[config.mk]
export PLATFORM = sky130hd
export DESIGN_NAME = packed_pixel_run_length_encoder_top
export DESIGN_NICKNAME = d
export VERILOG_FILES = /design/src/rtl/ppre_pkg.sv /design/src/rtl/packed_pixel_run_length_encoder_top.sv
export VERILOG_INCLUDE_DIRS = /design/src /design/src/rtl
export SDC_FILE = /design/constraint.sdc
export NUM_CORES = 1
export LEC_CHECK = 0
export BUFFER_PORTS_ARGS = -buffer_cell sky130_fd_sc_hd__buf_2
export CAP_MARGIN = 20
export CORE_MARGIN = 1.5
export CORE_UTILIZATION = 35
export CTS_CLUSTER_DIAMETER = 30
export DETAILED_ROUTE_END_ITERATION = 10
export PLACE_DENSITY_LB_ADDON = 0.25
export SYNTH_ARGS = -nofsm -noshare
export SYNTH_HDL_FRONTEND = slang
export SYNTH_SLANG_ARGS = --single-unit
[constraint.sdc]
create_clock -name clock -period 3.04 [get_ports clock]
set_input_delay 0.304 -clock clock [delete_from_list [all_inputs] [get_ports clock]]
set_output_delay 0.304 -clock clock [all_outputs]
set_load 0.01 [all_outputs]
[src/rtl/assert_macros.svh]
// assertion macros shared by the rtl
// no dependencies; clocked checks assume signals named clock and reset in the including module
`ifndef ASSERT_MACROS_SVH
`define ASSERT_MACROS_SVH
`ifndef SYNTHESIS
// property must hold at every clock edge out of reset
`define CHK_ASSERT(label, prop, msg) \
   label: assert property (@(posedge clock) disable iff (reset) (prop)) else $error(msg);
// condition must never be seen out of reset
`define CHK_NEVER(label, cond, msg) \
   label: assert property (@(posedge clock) disable iff (reset) !(cond)) else $error(msg);
`else
`define CHK_ASSERT(label, prop, msg)
`define CHK_NEVER(label, cond, msg)
`endif
`endif

[src/rtl/ppre_pkg.sv]
// types and constants of the packed pixel run length encoder
// no dependencies
package ppre_pkg;

   localparam int WORD_BITS       = 32;
   localparam int COUNT_BYTE_MAX  = 255;
   localparam int PAD_PIXELS      = 16;

   // largest final count byte before a 255 byte is spent
   localparam logic [7:0] TAIL_MAX     = 8'(COUNT_BYTE_MAX - 1);
   localparam logic [5:0] WORD_PIXELS  = 6'(WORD_BITS);

   typedef enum logic [1:0] {
      DEPTH_1BIT = 2'd0,
      DEPTH_2BIT = 2'd1,
      DEPTH_4BIT = 2'd2,
      DEPTH_8BIT = 2'd3
   } depth_mode_type;

endpackage

[src/rtl/packed_pixel_run_length_encoder_top.sv]
// packed pixel run length encoder, top level
// depends on ppre_pkg and assert_macros.svh
//
//   channel | direction | handshake           | contents
//   req_    | in        | valid / stall       | one 32-bit word of packed pixels, last, pad flag
//   rsp_    | out       | valid / stall       | one finished run (value, 255 bytes, tail byte)
//   csr_    | in        | valid / ready       | depth_mode
//
// a word is taken in the idle state, then its pixels are shifted out of a word
// register one pixel per cycle: 32, 16, 8 or 4 pixels at 1, 2, 4 or 8 bits per pixel,
// and the last word of a tile is followed by a flush state that emits the open run.
// a pixel that closes a run waits while the output register is full and stalled.
// reset is synchronous: depth 8 bits, open run cleared, first word of a tile pending.
// the run length is kept directly as 255 bytes and a tail byte, so no divider is needed.
`include "assert_macros.svh"

module packed_pixel_run_length_encoder_top
   import ppre_pkg::*;
#(
   parameter int TILE_PIXELS = 4096
) (
   input  logic        clock,
   input  logic        reset,
   // request channel
   input  logic        req_valid,
   output logic        req_stall,
   input  logic [31:0] req_pixel_word,
   input  logic        req_last_word,
   input  logic        req_pad_low_half,
   // result channel
   output logic        rsp_valid,
   input  logic        rsp_stall,
   output logic        rsp_run_valid,
   output logic [7:0]  rsp_run_value,
   output logic [4:0]  rsp_full_count_bytes,
   output logic [7:0]  rsp_tail_count,
   output logic        rsp_last_run,
   // configuration
   input  logic        csr_valid,
   output logic        csr_ready,
   input  logic [1:0]  csr_depth_mode
);

   // run length minus one never exceeds TILE_PIXELS - 1
   localparam int              LEN_W   = $clog2(TILE_PIXELS);
   localparam logic [LEN_W-1:0] LEN_MAX = LEN_W'(TILE_PIXELS - 1);

   typedef enum logic [1:0] {
      ST_IDLE,
      ST_PIXELS,
      ST_FLUSH
   } state_type;

   state_type            state_ff, state_in;
   depth_mode_type       depth_ff, depth_in;          // configured depth
   depth_mode_type       word_depth_ff, word_depth_in; // depth of the word in work
   logic [WORD_BITS-1:0] word_ff, word_in;            // pixel shift register
   logic [5:0]           pix_left_ff, pix_left_in;
   logic                 last_ff, last_in;
   logic                 pad_ff, pad_in;

   // open run: value, length minus one, and the same split into 255 bytes and tail
   logic                 tile_start_ff, tile_start_in;
   logic [7:0]           run_pixel_ff, run_pixel_in;
   logic [LEN_W-1:0]     len_ff, len_in;
   logic [4:0]           full_ff, full_in;
   logic [7:0]           tail_ff, tail_in;

   // output register
   logic                 rsp_valid_ff, rsp_valid_in;
   logic                 rsp_run_valid_ff, rsp_run_valid_in;
   logic [7:0]           rsp_run_value_ff, rsp_run_value_in;
   logic [4:0]           rsp_full_ff, rsp_full_in;
   logic [7:0]           rsp_tail_ff, rsp_tail_in;
   logic                 rsp_last_ff, rsp_last_in;

   logic                 out_free;
   logic [7:0]           pixel;
   logic [WORD_BITS-1:0] word_shifted;
   logic                 pad_active;
   logic                 len_ge_pad;
   logic                 step_ok;

   assign out_free   = !rsp_valid_ff || !rsp_stall;
   assign pad_active = (word_depth_ff == DEPTH_1BIT) && pad_ff;
   assign len_ge_pad = (32'(len_ff) >= 32'(PAD_PIXELS));

   // leftmost pixel of the word register and the register after it is consumed
   always_comb begin
      unique case (word_depth_ff)
         DEPTH_1BIT: begin
            pixel        = {7'd0, word_ff[WORD_BITS-1]};
            word_shifted = word_ff << 1;
         end
         DEPTH_2BIT: begin
            pixel        = {6'd0, word_ff[WORD_BITS-1 -: 2]};
            word_shifted = word_ff << 2;
         end
         DEPTH_4BIT: begin
            pixel        = {4'd0, word_ff[WORD_BITS-1 -: 4]};
            word_shifted = word_ff << 4;
         end
         default: begin
            pixel        = word_ff[WORD_BITS-1 -: 8];
            word_shifted = word_ff << 8;
         end
      endcase
   end

   // a pixel can always be taken unless it closes a run and the output is blocked
   assign step_ok = tile_start_ff || (pixel == run_pixel_ff) || out_free;

   always_comb begin
      state_in         = state_ff;
      depth_in         = depth_ff;
      word_depth_in    = word_depth_ff;
      word_in          = word_ff;
      pix_left_in      = pix_left_ff;
      last_in          = last_ff;
      pad_in           = pad_ff;
      tile_start_in    = tile_start_ff;
      run_pixel_in     = run_pixel_ff;
      len_in           = len_ff;
      full_in          = full_ff;
      tail_in          = tail_ff;
      rsp_valid_in     = rsp_valid_ff;
      rsp_run_valid_in = rsp_run_valid_ff;
      rsp_run_value_in = rsp_run_value_ff;
      rsp_full_in      = rsp_full_ff;
      rsp_tail_in      = rsp_tail_ff;
      rsp_last_in      = rsp_last_ff;

      if (csr_valid) begin
         depth_in = depth_mode_type'(csr_depth_mode);
      end

      // result taken downstream
      if (rsp_valid_ff && !rsp_stall) begin
         rsp_valid_in = 1'b0;
      end

      unique case (state_ff)
         ST_IDLE: begin
            if (req_valid) begin
               word_in       = req_pixel_word;
               last_in       = req_last_word;
               pad_in        = req_pad_low_half;
               word_depth_in = depth_ff;
               pix_left_in   = WORD_PIXELS >> depth_ff;
               state_in      = ST_PIXELS;
            end
         end

         ST_PIXELS: begin
            if (step_ok) begin
               word_in     = word_shifted;
               pix_left_in = pix_left_ff - 6'd1;
               priority if (tile_start_ff) begin
                  // first pixel of the tile opens a run of one
                  tile_start_in = 1'b0;
                  run_pixel_in  = pixel;
                  len_in        = '0;
                  full_in       = 5'd0;
                  tail_in       = 8'd0;
               end else if (pixel == run_pixel_ff) begin
                  // extend the run, saturating at the tile size
                  if (len_ff != LEN_MAX) begin
                     len_in = len_ff + LEN_W'(1);
                     if (tail_ff == TAIL_MAX) begin
                        tail_in = 8'd0;
                        full_in = full_ff + 5'd1;
                     end else begin
                        tail_in = tail_ff + 8'd1;
                     end
                  end
               end else begin
                  // run closed: emit it and open a new one
                  rsp_valid_in     = 1'b1;
                  rsp_run_valid_in = 1'b1;
                  rsp_run_value_in = run_pixel_ff;
                  rsp_full_in      = full_ff;
                  rsp_tail_in      = tail_ff;
                  rsp_last_in      = 1'b0;
                  run_pixel_in     = pixel;
                  len_in           = '0;
                  full_in          = 5'd0;
                  tail_in          = 8'd0;
               end
               if (pix_left_ff == 6'd1) begin
                  state_in = last_ff ? ST_FLUSH : ST_IDLE;
               end
            end
         end

         ST_FLUSH: begin
            if (out_free) begin
               rsp_valid_in = 1'b1;
               rsp_last_in  = 1'b1;
               priority if (pad_active && !len_ge_pad) begin
                  // run made only of padding: end marker
                  rsp_run_valid_in = 1'b0;
                  rsp_run_value_in = 8'd0;
                  rsp_full_in      = 5'd0;
                  rsp_tail_in      = 8'd0;
               end else if (pad_active) begin
                  // strip the padded half from the split count
                  rsp_run_valid_in = 1'b1;
                  rsp_run_value_in = run_pixel_ff;
                  if (tail_ff >= 8'(PAD_PIXELS)) begin
                     rsp_full_in = full_ff;
                     rsp_tail_in = tail_ff - 8'(PAD_PIXELS);
                  end else begin
                     rsp_full_in = full_ff - 5'd1;
                     rsp_tail_in = tail_ff + 8'(COUNT_BYTE_MAX - PAD_PIXELS);
                  end
               end else begin
                  rsp_run_valid_in = 1'b1;
                  rsp_run_value_in = run_pixel_ff;
                  rsp_full_in      = full_ff;
                  rsp_tail_in      = tail_ff;
               end
               // re-arm for the next tile
               tile_start_in = 1'b1;
               run_pixel_in  = 8'd0;
               len_in        = '0;
               full_in       = 5'd0;
               tail_in       = 8'd0;
               state_in      = ST_IDLE;
            end
         end

         default: begin
            state_in = ST_IDLE;
         end
      endcase
   end

   always_ff @(posedge clock) begin
      if (reset) begin
         state_ff      <= ST_IDLE;
         depth_ff      <= DEPTH_8BIT;
         pix_left_ff   <= 6'd0;
         tile_start_ff <= 1'b1;
         run_pixel_ff  <= 8'd0;
         len_ff        <= '0;
         full_ff       <= 5'd0;
         tail_ff       <= 8'd0;
         rsp_valid_ff  <= 1'b0;
      end else begin
         state_ff      <= state_in;
         depth_ff      <= depth_in;
         pix_left_ff   <= pix_left_in;
         tile_start_ff <= tile_start_in;
         run_pixel_ff  <= run_pixel_in;
         len_ff        <= len_in;
         full_ff       <= full_in;
         tail_ff       <= tail_in;
         rsp_valid_ff  <= rsp_valid_in;
      end
      // payload, no reset needed
      word_ff          <= word_in;
      word_depth_ff    <= word_depth_in;
      last_ff          <= last_in;
      pad_ff           <= pad_in;
      rsp_run_valid_ff <= rsp_run_valid_in;
      rsp_run_value_ff <= rsp_run_value_in;
      rsp_full_ff      <= rsp_full_in;
      rsp_tail_ff      <= rsp_tail_in;
      rsp_last_ff      <= rsp_last_in;
   end

   // a new word is taken only between words
   assign req_stall            = (state_ff != ST_IDLE);
   assign csr_ready            = 1'b1;
   assign rsp_valid            = rsp_valid_ff;
   assign rsp_run_valid        = rsp_run_valid_ff;
   assign rsp_run_value        = rsp_run_value_ff;
   assign rsp_full_count_bytes = rsp_full_ff;
   assign rsp_tail_count       = rsp_tail_ff;
   assign rsp_last_run         = rsp_last_ff;

   // checks
   `CHK_ASSERT(a_start_clear, tile_start_ff |-> (len_ff == '0 && full_ff == 5'd0 && tail_ff == 8'd0), "open run not cleared while tile start pending")
   `CHK_NEVER(a_pixels_left, state_ff == ST_PIXELS && pix_left_ff == 6'd0, "pixel loop with no pixels left")
   `CHK_ASSERT(a_flush_rearm, (state_ff == ST_FLUSH && out_free) |=> (tile_start_ff && rsp_valid_ff && rsp_last_ff), "flush did not emit last run and re-arm")

endmodule
==> metrics.md <==
| Metric | Value |
|---|---|
| Via count | `4864` |
| R2r endpoint | `tail_ff[7]` |
| Slowest stage delay, CP | `0.63 ns` |
| Initial core utilization | `35.82%` |
| Port-buffer cells | `65` |
| Crit Path Class | `reg2reg` |
| Fin. max-slew vios | `0` |
| CP Max Fanout | `7` |
| CTS tree | `yes` |
| Commonest non-fill, non-tap cell in the layout | `nor2_1` |
| Layout cells sized above 1 | `21.17%` |
| Required time worst endpoint | `3.31 ns` |
| Post-CTS Hold Fix Bufs | `0` |
| First-pass GRT wire length | `22080 um` |
| Die Ht | `135.8 um` |
| Crit path buf inv count | `0` |
| Seq cells post-synth | `104` |
| DP Wirelength | `9818 um` |
| DRC viols | `0` |
| Rows | `48` |
| Grt met1 use | `20.84%` |
| Largest cells by area after synthesis | `edfxtp_1, dfxtp_1, mux4_2` |
| Largest area contributor in the netlist | `edfxtp_1` |
| GPL Wtd Cong | `0.8136` |
| Vias in the first global route | `4442` |
| Post-CTS Setup Inserts | `0` |
| CTS Buffer Depth | `2` |
| Worst slew margin | `33.53%` |
| DRT iter0 DRCs | `331` |
| Number of fill cells in the layout | `1674` |
| Clk sink count | `104` |
| Placed cell count | `908` |
| GRT Util Overall | `15.06%` |
| Setup WS post-layout | `0.2808 ns` |
| Hold Crit Class | `in2reg` |
| Antenna Cells | `0` |
| Post-synth top flop | `edfxtp_1` |
| Nets | `751` |
| CTS buffer count | `9` |
| Post-synthesis cell area | `6173 um2` |
| CP endpoint kind | `flop` |
| Seq/Total Area, Yosys | `43.29%` |
| Maxcap violations | `0` |
| Hold path startpoint | `req_last_word` |
| H-tree depth | `3` |
| Wire length per cell | `14.80 um` |
| DR pass1 iterations | `4` |
| Worst R2R Path Depth | `7` |
| Status | `completed` |
| P_leak | `2.656 nW` |
| RSZ-0062 raised after global routing | `false` |
| Area of the multi-input gates | `3247 um2` |
| Util after Layout | `40.85%` |
| Fin Hold WS | `0.1488 ns` |
| Synth top area share | `28.70%` |
| Setup Skew | `0.009554 ns` |
| Post-synthesis cell count | `640` |
| Unique masters post-synth | `71` |
| Met2 Usage GRT | `23.46%` |
| Met3 GRT Util | `2.498%` |
| Die W | `135.8 um` |
| Final Instance Count excl. Fillers | `924` |
| EDFF count, synth | `59` |
| Most frequent cells in the layout | `nor2_1, buf_2, edfxtp_1` |
| Crit path time final | `2.759 ns` |
| Worst Hold Depth | `1` |
| Startpoint types | `flop` |
| Synth warnings | `0` |
| Clock-pin slew on the worst setup and hold paths | `0.07 ns` |
| Io pins | `67` |
| FF+latch area | `2673 um2` |
| CTS root buffer | `clkbuf_16` |
| PostCTS Resize Cnt | `0` |
| Ys async rst share | `0%` |
| Initial antenna violation count | `0` |
| Vias per cell | `5.264` |
| Largest net degree at the start of global routing | `52` |
| Slowest CP cell | `or4_4` |
| Crit path DAT | `3.03 ns` |
| Syn-to-layout area delta | `14.05%` |
| Fmax | `0.3624 GHz` |
| Die area | `18440 um2` |
| Final ANT Viol Nets | `0` |
| Max IR drop VDD | `0.3920 mV` |
| Place WS | `0.2755 ns` |
| Worst slew pin tran | `0.9970 ns` |
| Most Crowded Layer GR | `met2` |
| R2r startpoint | `word_ff[24]` |
| Final period utilization | `90.76%` |
| Syn nets | `697` |
| Reg2Reg Setup Slack | `0.28 ns` |
| GRT overflow | `0` |
| Setup violators final | `0` |
| WHS Endpoint | `last_ff` |
| Power Density | `668.1 nW/um2` |
| Final Hold Fails | `0` |
| Core ar. | `17240 um2` |
| Setup TNS Final | `0 ns` |
| Syn Area/Cell | `9.646 um2` |
| Family with the most delay on the worst path | `simple AND/OR/NAND/NOR gates` |
| Final WL | `13670 um` |
| Crit path cell chain | `mux4_2 -> xnor2_2 -> o221ai_2 -> or4_4 -> nor2b_2 -> or4b_1 -> o22ai_1` |
| Worst-skew pair later-pin latency | `0.35 ns` |
-- worst max-delay path by stage --
stage | start | endpoint | slack (ns) | depth (start not counted)
floorplan | word_depth_ff[0] | pix_left_ff[4] | 0.30 | 9
CTS | word_ff[24] | tail_ff[7] | 0.26 | 7
global route | word_depth_ff[0] | tail_ff[6] | 0.09 | 8
global placement | word_ff[24] | tail_ff[7] | 0.33 | 7
detailed placement | word_ff[24] | tail_ff[7] | 0.28 | 7
finish | word_ff[24] | tail_ff[7] | 0.28 | 7
-- area by class of cell --
| cell class | instances | share of cell area, % |
|---|---|---|
| Clock inverter | 3 | 0.3199 |
| Tap cell | 225 | 3.999 |
| Timing Repair Buffer | 84 | 6.824 |
| Multi-Input combinational cell | 475 | 46.12 |
| Clock buffer | 13 | 3.714 |
| Sequential cell | 104 | 37.96 |
| Inverter | 20 | 1.066 |
-- synth_stat cells (3+ instances only) --
cell        n
a211oi_1    4
a21o_1      3
a21oi_1    41
a31oi_1     6
a41oi_1     3
and2_1      6
and3_1      9
and4_1      3
buf_1       7
buf_2       5
clkbuf_1   26
dfxtp_1    45
edfxtp_1   59
ha_1       16
inv_1      19
mux2_2      4
mux2i_1    11
mux4_2     25
nand2_1    44
nand2b_1   11
nand3_1    16
nand3b_1    4
nand4_1     6
nand4b_1    8
nor2_1    114
nor2b_1    20
nor3_1     11
nor4_1      6
o21ai_0    29
o31ai_1    10
or2_2       8
or3_1       5
xnor2_1     7
-- cells by family (layout without fill, tap and decap cells) --
| logic type | after synthesis | in the layout | synth area share [%] |
|---|---|---|---|
| multiplexers | 40 | 40 | 11.63 |
| AO/OA/AOI/OAI | 123 | 123 | 12.85 |
| buffers and inverters | 61 | 120 | 4.114 |
| adder cells (fa/ha/maj) | 16 | 16 | 3.243 |
| flip-flops | 104 | 104 | 43.29 |
| AND/OR/NAND/NOR | 285 | 285 | 23.27 |
| other | 1 | 1 | 0.06074 |
| XOR/XNOR | 10 | 10 | 1.540 |
-- worst register-to-register path, delay by kind of cell (launching register included) --
kind	cells	cell delay (ns)
AO/OA/AOI/OAI	2	0.27
multiplexers	1	0.54
AND/OR/NAND/NOR	3	1.30
flip-flops	1	0.42
XOR/XNOR	1	0.15
-- metal layers --
metal | vias up | share of wire [%]
met2 | 104 | 47
met4 | 0 | 1.8
met1 | 2308 | 48
met3 | 14 | 4.0
met5 | - | 0
li1 | 2438 | -
-- power by group --
group	internal (mW)	switching [mW]
Sequential	1.83	0.231
Clock	0.612	0.513
Combinational	0.691	0.825
-- sequential cells by signal (all words and copies together), names as in the netlist --
name and count:
tile_start_ff 1, rsp_run_value 8, pad_ff 1, word_ff 32, full_ff 5, run_pixel_ff 8, rsp_tail_count 8, last_ff 1
word_depth_ff 2, tail_ff 8, rsp_full_count_bytes 5, state_ff 2, depth_ff 2, rsp_run_valid 1, len_ff 12, rsp_valid 1
rsp_last_run 1, pix_left_ff 6
-- per-stage QoR --
stage / power [mW] / cell area [um2]
after detailed placement: 3.615 / 6756
after floorplan: 3.160 / 6173
after CTS: 4.745 / 7041
final: 4.704 / 7041
after global placement: 3.567 / 6756
after global routing: 4.990 / 7041
Note: power is estimated with default switching activity, not from simulation.
